**src/hdl/bounded_list_sort_engine_unit_macros.svh**
```systemverilog
// Assertion helpers shared by the sort engine RTL.
`ifndef BOUNDED_LIST_SORT_ENGINE_UNIT_MACROS_SVH
`define BOUNDED_LIST_SORT_ENGINE_UNIT_MACROS_SVH

`ifndef NO_ASSERTIONS

// Clocked check, masked while reset is asserted
`define BLSE_ASSERT(label, prop, msg) \
    label: assert property (@(posedge clk) disable iff (!rst_n) (prop)) else $error(msg);

// Clocked check that must also hold during reset
`define BLSE_ASSERT_ALWAYS(label, prop, msg) \
    label: assert property (@(posedge clk) (prop)) else $error(msg);

`else

`define BLSE_ASSERT(label, prop, msg)
`define BLSE_ASSERT_ALWAYS(label, prop, msg)

`endif

`endif

```
**src/hdl/blse_pkg.sv**
```systemverilog
`timescale 1ns / 1ps

package blse_pkg;

    // Number of entries in the sorting chain
    localparam int CAPACITY = 64;
    localparam int DATA_W   = 32;
    localparam int CNT_W    = $clog2(CAPACITY + 1);

    // Engine phases
    typedef enum logic [0:0] {
        ST_COLLECT = 1'b0,
        ST_DRAIN   = 1'b1
    } blse_state_t;

    // Broadcast control to every cell
    typedef struct packed {
        logic insert;      // place new value into the chain
        logic shift;       // move chain one place toward the head
        logic descending;  // ordering sense
    } blse_ctrl_t;

endpackage

```
**src/hdl/blse_cell.sv**
```systemverilog
`timescale 1ns / 1ps

module blse_cell (
    input  logic                              clk,
    input  logic                              rst_n,
    input  blse_pkg::blse_ctrl_t              ctrl,
    input  logic signed [blse_pkg::DATA_W-1:0] new_value,
    input  logic                              left_take,
    input  logic signed [blse_pkg::DATA_W-1:0] left_value,
    input  logic                              left_valid,
    input  logic signed [blse_pkg::DATA_W-1:0] right_value,
    input  logic                              right_valid,
    output logic                              take,
    output logic signed [blse_pkg::DATA_W-1:0] value,
    output logic                              valid
);
    import blse_pkg::*;

    logic signed [DATA_W-1:0] value_reg, value_next;
    logic                     valid_reg, valid_next;
    logic                     goes_before;

    // New value belongs ahead of the held one (empty cells take anything)
    always_comb
    begin
        if (ctrl.descending)
        begin
            goes_before = new_value > value_reg;
        end
        else
        begin
            goes_before = new_value < value_reg;
        end
        take = !valid_reg || goes_before;
    end

    // Insert: take left neighbor's value if it moved, else new value if it fits here
    always_comb
    begin
        value_next = value_reg;
        valid_next = valid_reg;
        if (ctrl.insert)
        begin
            if (left_take)
            begin
                value_next = left_value;
                valid_next = left_valid;
            end
            else if (take)
            begin
                value_next = new_value;
                valid_next = 1'b1;
            end
        end
        else if (ctrl.shift)
        begin
            value_next = right_value;
            valid_next = right_valid;
        end
    end

    // Payload holds no reset
    always_ff @(posedge clk)
    begin
        value_reg <= value_next;
    end

    always_ff @(posedge clk or negedge rst_n)
    begin
        if (!rst_n)
        begin
            valid_reg <= 1'b0;
        end
        else
        begin
            valid_reg <= valid_next;
        end
    end

    assign value = value_reg;
    assign valid = valid_reg;

endmodule

```
**config.mk**
```make
export PLATFORM = sky130hd
export DESIGN_NAME = blse_cell
export DESIGN_NICKNAME = d
export VERILOG_FILES = /design/src/hdl/bounded_list_sort_engine_unit_macros.svh /design/src/hdl/blse_pkg.sv /design/src/hdl/blse_cell.sv
export SDC_FILE = /design/constraint.sdc
export NUM_CORES = 1
export LEC_CHECK = 0
export BUFFER_PORTS_ARGS = -buffer_cell sky130_fd_sc_hd__buf_2
export CAP_MARGIN = 0
export CORE_ASPECT_RATIO = 0.5
export CORE_MARGIN = 2
export CORE_UTILIZATION = 40
export DETAILED_ROUTE_END_ITERATION = 10
export GPL_TIMING_DRIVEN = 0
export MAX_ROUTING_LAYER = met4
export PLACE_DENSITY = 0.75
export SLEW_MARGIN = 0
export SYNTH_ARGS = -nofsm -noshare
export SYNTH_HDL_FRONTEND = slang
export SYNTH_SLANG_ARGS = --single-unit
```
**constraint.sdc**
```tcl
create_clock -name clk -period 12.6 [get_ports clk]
set_clock_uncertainty 0.05 [all_clocks]
set_input_delay 1.26 -clock clk [delete_from_list [all_inputs] [get_ports clk]]
set_output_delay 1.26 -clock clk [all_outputs]
set_load 0.03 [all_outputs]
```
; ---- Word-level counts from Yosys, hierarchy flattened
; Cells that the tools add are included.
[op_classes]
order_cmp = 2
n_eq_ne = 1
muxes = 9
reduce_logical = 4
[ops]
columns = operator, n
row1 = 32-bit 2-to-1 mux, 4
row2 = 32-bit > comparator, 1
row3 = 32-bit less-than comparator, 1
row4 = 1-bit 2-to-1 mux, 5
row5 = "3-bit by 1-bit != test with 1-bit output, second input constant", 1
row6 = 2-bit AND reduction, 1
row7 = 2-bit nonzero test, 1
row8 = 1-bit zero test, 1
row9 = 1-bit logical OR, 1
[totals]
register_bits = 33
word_cells = 18

; ---- Logic depth before layout (Yosys ltp)
; Gate-level depths: netlist of run 1.
[depth]
ltp_word = 6
depth_mapped = 9
mapped_depth_nobuf = 9

; ---- Least setup slack after synthesis of run 1
; OpenSTA, ideal clock, no wires.
[synth_path]
kind = input port to flip-flop
from = in new_value[15] (netlist name)
to = reg value_reg[0] (netlist: value[0]), enable pin
setup_ps = 441
t_arrival_ps = 4487
required_time_ps = 12109
setup_slack_ps = 7622
path_stages = 8
n_path_buf = 0
path_cell_list = ha_1 nand4_2 nor4_2 a21boi_2 o41a_1 o22ai_1 a311o_1 a31oi_1
[synth_between]
elab_chain_len = 5
elab_cells_between_ends = 6
cone_classes = order compare: 2 / eq/ne: 1 / mux: 1 / reduce/logical: 2
[synth_rtl]
columns = item, line
row1 = "start, declared", blse_cell.sv:7  ; input logic signed [blse_pkg::DATA_W-1:0] new_value,
row2 = 32-bit less-than comparator or 32-bit > comparator (tied branches), "blse_cell.sv:32, blse_cell.sv:28"
row3 = 1-bit 2-to-1 mux (*), blse_cell.sv:26  ; if (ctrl.descending)
row4 = 1-bit logical OR (*), blse_cell.sv:34  ; take = !valid_reg || goes_before;
row5 = 3-bit by 1-bit != test with 1-bit output (no line) (*), --
row6 = 2-bit AND reduction (no line) (*), --
row7 = "end signal, assigned", blse_cell.sv:65  ; value_reg <= value_next;
row8 = "end, declared", blse_cell.sv:19  ; logic signed [DATA_W-1:0] value_reg, value_next;
; Mark *: on every way between the ends. The rest lies on a longest branch, timed or not.
; A chain may end at the register's enable or synchronous reset.

; ---- Worst setup path in the final report of run 1
[layout_path]
from = in new_value[30] (netlist name)
to = out take
[layout_between]
elab_chain_len = 3
elab_cells_between_ends = 4
cone_classes = order compare: 2 / mux: 1 / reduce/logical: 1
[layout_rtl]
columns = item, line
row1 = 32-bit less-than comparator or 32-bit > comparator (tied branches), "blse_cell.sv:32, blse_cell.sv:28"
row2 = 1-bit 2-to-1 mux (*), blse_cell.sv:26
row3 = 1-bit logical OR (*), blse_cell.sv:34
row4 = "end, declared", blse_cell.sv:13  ; output logic take,
; Marked as above.

==> qor.txt, run 1 <==
Status = completed
Core Area = 6080 sq um
WP buf/inv = 2
Hold WC Path Type = flop to flop
DR WL/cell = 13.1 um
Post-Synthesis Cells = 264
Synthesized net count = 400
Vias in the first global route = 2241
Max frequency = 0.210 GHz
Grt ovf = 0
Worst EP required = 11.29 ns
# resized after CTS = 0
Antenna viol nets, final = 0
CTS buffer count = 5
Most common cell on crit path = buf_2
Post-layout util = 57.3%
Die Span X = 116 um
CTS max path bufs = 2
I/O Pins = 138
CP Class = input port to output pin
Cell chain of the critical path = buf_2 -> ha_1 -> nand4_1 -> nor4_1 -> o41a_1 -> o22ai_1 -> a311o_1 -> nand3_1 -> buf_2
Place WS = 7.82 ns
Setup-failing EPs final = 0
Slowest stage cell, crit path = nor4_1
Unrepaired setup endpoints after global routing = false
Top cell family by delay on the critical path = compound AO/OA/AOI/OAI gates
Clock Sink Count = 33
Async S/R FF share, synth = 3.03%
Finished Layout Cells = 496
CTS clk-pin slew, worst paths = 0.05 ns
Via count = 2382
Placed cells = 488
Maximum fanout along the worst path = 3
Ratio of cells with drive above 1 in the final layout = 36.5%
CTS Root Cell = clkbuf_16
HPWL after DPL = 5380 um
TritonCTS clock tree = done
All-Layer GR Usage = 19.7%
Syn_area_per_cell = 9.53 sq um
Starting density of the core = 41.4%
Register area share after synthesis = 39.2%
Power per cell area = 109 nW/um^2
Peak supply drop = 0.0000502 V
Layout Nets = 543
Initial antenna violation count = 0
Die height = 60.1 um
Slew @ Worst Pin = 0.745 ns
Pin count of the biggest net entering global routing = 20
Drt initial violations = 97
Row cnt = 20
Cts hold-fix bufs = 0
Hold Fails Final Rpt = 0
Setup TNS Final = 0 ns
Fin. max-slew vios = 0
Slew HR = 50.3%
Placement Cell Area = 3340 sq um
Primary FF master, synth = edfxtp_1
Worst setup SP type = input port
Crit path from = new_value[30]
Setup bufs post-CTS = 0
CTS HTree Levels = 2
Final WL = 6480 um
Final setup margin = 7.84 ns
Mapped cell area = 2520 sq um
PortBufs = 135
Area Growth Syn to Fin = 38.4%
Worst reg2reg startpoint = value[14]$_DFFE_PP_
First-pass GRT wire length = 10300 um
Critical Path Sink Type = output pin
Final min period = 4.76 ns
Slowest cell delay on critical path = 0.53 ns
Via/cell ratio = 4.80
Later-pin clock latency in the skew report = 0.28 ns
Hold path startpoint = valid$_DFFE_PN0P_
Number of synthesized flops with an enable pin = 32
Seq cells post-synth = 33
Crit share post-route = 37.8%
# Max-Cap Violations = 0
Antenna Cells = 0
DRC = 0
Syn. warnings = 0
Number of flip-flops under the largest register name = 32
TritonRoute pass-1 iters = 4
Die footprint = 6980 sq um
Synth cell types = 33
Final instance area = 3480 sq um
P_leak = 1.80 nW
Worst path arrival time = 3.45 ns
GPL Wtd Cong = 0.810
## routing by layer
metal / GRT usage (%) / share of wire [%] / wire (um)
met4: 3.40 / 0.42 / 27
met2: 36.5 / 51 / 3320
met1: 23.2 / 43 / 2810
met3: 3.55 / 4.9 / 320
met5: - / 0 / 0
## synthesized netlist by cell type, types with 2 or more instances
master / instances / share of area, %
nand2_1: 9 / 1.3
nor2_1: 35 / 5.2
a21o_1: 2 / 0.60
o21ai_0: 3 / 0.60
clkbuf_1: 9 / 1.3
a21oi_1: 42 / 8.4
inv_1: 33 / 4.9
o211ai_1: 4 / 1.2
buf_1: 2 / 0.30
mux2i_1: 32 / 13
nand4_1: 5 / 1.2
nand3_1: 4 / 0.80
a31oi_1: 2 / 0.50
edfxtp_1: 32 / 38
ha_1: 32 / 16
## worst min-delay path: cells and delay by family (launching register included)
| family | cells | cell delay [ns] |
|---|---|---|
| AO/OA/AOI/OAI | 1 | 0.12 |
| multiplexers | 1 | 0.17 |
| flip-flops | 1 | 0.40 |
## path summary, 6_finish.rpt
path | endpoint | slack, ns | cells after the start
min reg2reg | valid$_DFFE_PN0P_ | 0.68 | 2
max | take | 7.84 | 9
max in group asynchronous | valid$_DFFE_PN0P_ | 11.72 | 1
min in group asynchronous | valid$_DFFE_PN0P_ | 0.69 | 1
max reg2reg | value[22]$_DFFE_PP_ | 9.28 | 10
min | valid$_DFFE_PN0P_ | 0.68 | 2
## stage by stage
step	hold WS, ns	total power, W
6_report	0.678	0.000378
5_1_grt	0.694	0.000401
4_1_cts	0.678	0.000382
3_5_place_dp	0.663	0.000264
3_3_place_gp	0.638	0.000259
2_1_floorplan	0.821	0.000220
## cell usage in the layout (no fill, tap or decap), types with 4 or more instances in the layout
cell type	n
a21oi_1	42
buf_2	136
clkbuf_1	10
clkbuf_16	5
edfxtp_1	32
ha_1	32
inv_1	33
mux2i_1	32
nand2_1	9
nand3_1	4
nand4_1	5
nor2_1	35
o211ai_1	4
## cell families after synthesis
group,share of synthesized area [%]
adder cells (fa/ha/maj),15.9
buffers and inverters,6.76
multiplexers,13.2
AO/OA/AOI/OAI,14.0
flip-flops,39.2
AND/OR/NAND/NOR,10.9
## final cells by class
cell class,count,area (sq um)
inverters,33,124
multi-input cells,186,1380
plain buffers,12,46.3
repair buffers,136,703
fillers,557,2600
well taps,88,110
clock buffers,6,129
clock inverters,2,10.0
flip-flops and latches,33,986
## report_power, final
group | switching [W] | internal, W | leakage [nW]
Sequential | 0.00000527 | 0.000136 | 0.326
Clock | 0.0000448 | 0.0000725 | 0.0706
Combinational | 0.0000728 | 0.0000472 | 1.40
Total | 0.000123 | 0.000255 | 1.80
No activity file was read; power rests on OpenSTA's default activity.
==> inputs of run 2 (changes only) <==
==> constraint.sdc (replaced) <==
create_clock -name clk -period 4.77 [get_ports clk]
set_clock_uncertainty 0.05 [all_clocks]
set_input_delay 0.477 -clock clk [delete_from_list [all_inputs] [get_ports clk]]
set_output_delay 0.477 -clock clk [all_outputs]
set_load 0.03 [all_outputs]
==> qor.txt, run 2 (synthesis results as in run 1) <==
CTS clk-pin slew, worst paths = 0.05 ns
DRC = 0
CTS Root Cell = clkbuf_16
Later-pin clock latency in the skew report = 0.28 ns
Unrepaired setup endpoints after global routing = false
Slew HR = 50.4%
I/O Pins = 138
Core Area = 6080 sq um
P_leak = 1.80 nW
Setup-failing EPs final = 0
Die Span X = 116 um
FF-to-FF End = value[22]$_DFFE_PP_
Pin count of the biggest net entering global routing = 20
Hold path cells = 2
CP Class = flop to flop
Grt ovf = 0
Crit share post-route = 69.6%
Via/cell ratio = 4.81
Fill cells = 556
Final min period = 3.32 ns
Most frequent cells in the layout = 136 x buf_2, 42 x a21oi_1, 35 x nor2_1
Die height = 60.1 um
Worst setup SP type = flop
Worst reg2reg setup slack = 1.45 ns
Number of flip-flops under the largest register name = 32
First-pass GRT wire length = 10300 um
All-Layer GR Usage = 19.9%
Fin. max-slew vios = 0
PortBufs = 135
TritonCTS clock tree = done
Drt initial violations = 96
Peak supply drop = 0.000132 V
Worst EP required = 4.71 ns
Hold WC Path Type = input port to flop
HPWL after DPL = 5380 um
Placement Cell Area = 3340 sq um
Worst path arrival time = 3.25 ns
Clock Sink Count = 33
Ratio of cells with drive above 1 in the final layout = 36.4%
Area Growth Syn to Fin = 38.8%
Hold path startpoint = left_valid
CTS HTree Levels = 2
# resized after CTS = 0
Power per cell area = 286 nW/um^2
# Max-Cap Violations = 0
Layout Nets = 544
CTS buffer count = 5
Starting density of the core = 41.4%
Antenna viol nets, final = 0
Die footprint = 6980 sq um
TritonRoute pass-1 iters = 4
Hold Fails Final Rpt = 0
Critical Path Sink Type = flop
Multi-input combinational cell area = 1380 sq um
Hold Path End = valid$_DFFE_PN0P_
Via count = 2390
Post-layout util = 57.4%
Initial antenna violation count = 0
Row cnt = 20
Worst reg2reg startpoint = value[14]$_DFFE_PP_
Tot Pwr = 0.00100 W
R2R depth = 10
Vias in the first global route = 2248
Commonest non-fill, non-tap cell in the layout = buf_2
GPL Wtd Cong = 0.810
Max frequency = 0.301 GHz
Antenna Cells = 0
Final instance area = 3490 sq um
Slew @ Worst Pin = 0.745 ns
CTS max path bufs = 2
Placed cells = 488
Setup TNS Final = 0 ns
Storage cell area = 986 sq um
Finished Layout Cells = 497
Status = completed
Final WL = 6510 um
Maximum fanout along the worst path = 19
DR WL/cell = 13.1 um
[run 2: cell count changes in the layout (fill, tap and decap cells not counted), sizes merged]
cell,before,now
dlygate4sd3,0,1
[run 2: metal layers]
layer | track usage (%) | share of wire (%) | vias to the layer above
li1 | - | - | 1236
met1 | 23.2 | 43 | 1090
met2 | 36.8 | 51 | 57
met3 | 3.65 | 4.9 | 7
met4 | 3.57 | 0.68 | 0
met5 | - | 0 | -
[run 2: worst max path at each step]
stage / from / end / slack [ns] / cells after the start
3_3_place_gp: new_value[30] / value[22]$_DFFE_PP_ / -0.67 / 8
6_report: value[14]$_DFFE_PP_ / value[22]$_DFFE_PP_ / 1.45 / 10
2_1_floorplan: value[15]$_DFFE_PP_ / value[0]$_DFFE_PP_ / 0.45 / 9
3_5_place_dp: new_value[30] / value[22]$_DFFE_PP_ / 1.21 / 9
5_1_grt: value[30]$_DFFE_PP_ / value[1]$_DFFE_PP_ / 1.26 / 9
4_1_cts: value[30]$_DFFE_PP_ / value[0]$_DFFE_PP_ / 1.41 / 9
[run 2: through the flow]
| step | setup WS (ns) | hold WS (ns) |
|---|---|---|
| detailed placement | 1.21 | 0.203 |
| CTS | 1.41 | 0.392 |
| finish | 1.45 | 0.393 |
| floorplan | 0.455 | 0.131 |
| global placement | -0.670 | 0.201 |
| global route | 1.26 | 0.396 |
[run 2: what timing repair did]
action                                 in CTS  in global routing
setup buffers                               0                  0
hold buffers                                1                  0
endpoints found under the hold margin       1                  0
[run 2: report_power, final]
group          total, W  leakage, nW  internal (W)  switching [W]
Sequential     0.000372        0.326      0.000358      0.0000139
Combinational  0.000318         1.41      0.000125       0.000193
Clock          0.000310       0.0706      0.000192       0.000119
Total           0.00100         1.80      0.000675       0.000325
[run 2: critical path, stage by stage (launching register included)]
cell and delay [ns]:
edfxtp_1 0.36, inv_1 0.05, ha_1 0.33, nand4_2 0.13, nor4_2 0.41, a21boi_2 0.22, o41a_1 0.16, o22ai_1 0.12
a311o_1 0.40, a31oi_4 0.56, buf_16 0.24
[run 2: area by class of cell]
type                    count  share of cell area (%)
plain buffers              12                    1.33
repair buffers            137                    20.4
inverters                  33                    3.55
flip-flops and latches     33                    28.2
multi-input cells         186                    39.4
clock inverters             2                   0.287
clock buffers               6                    3.69
well taps                  88                    3.15
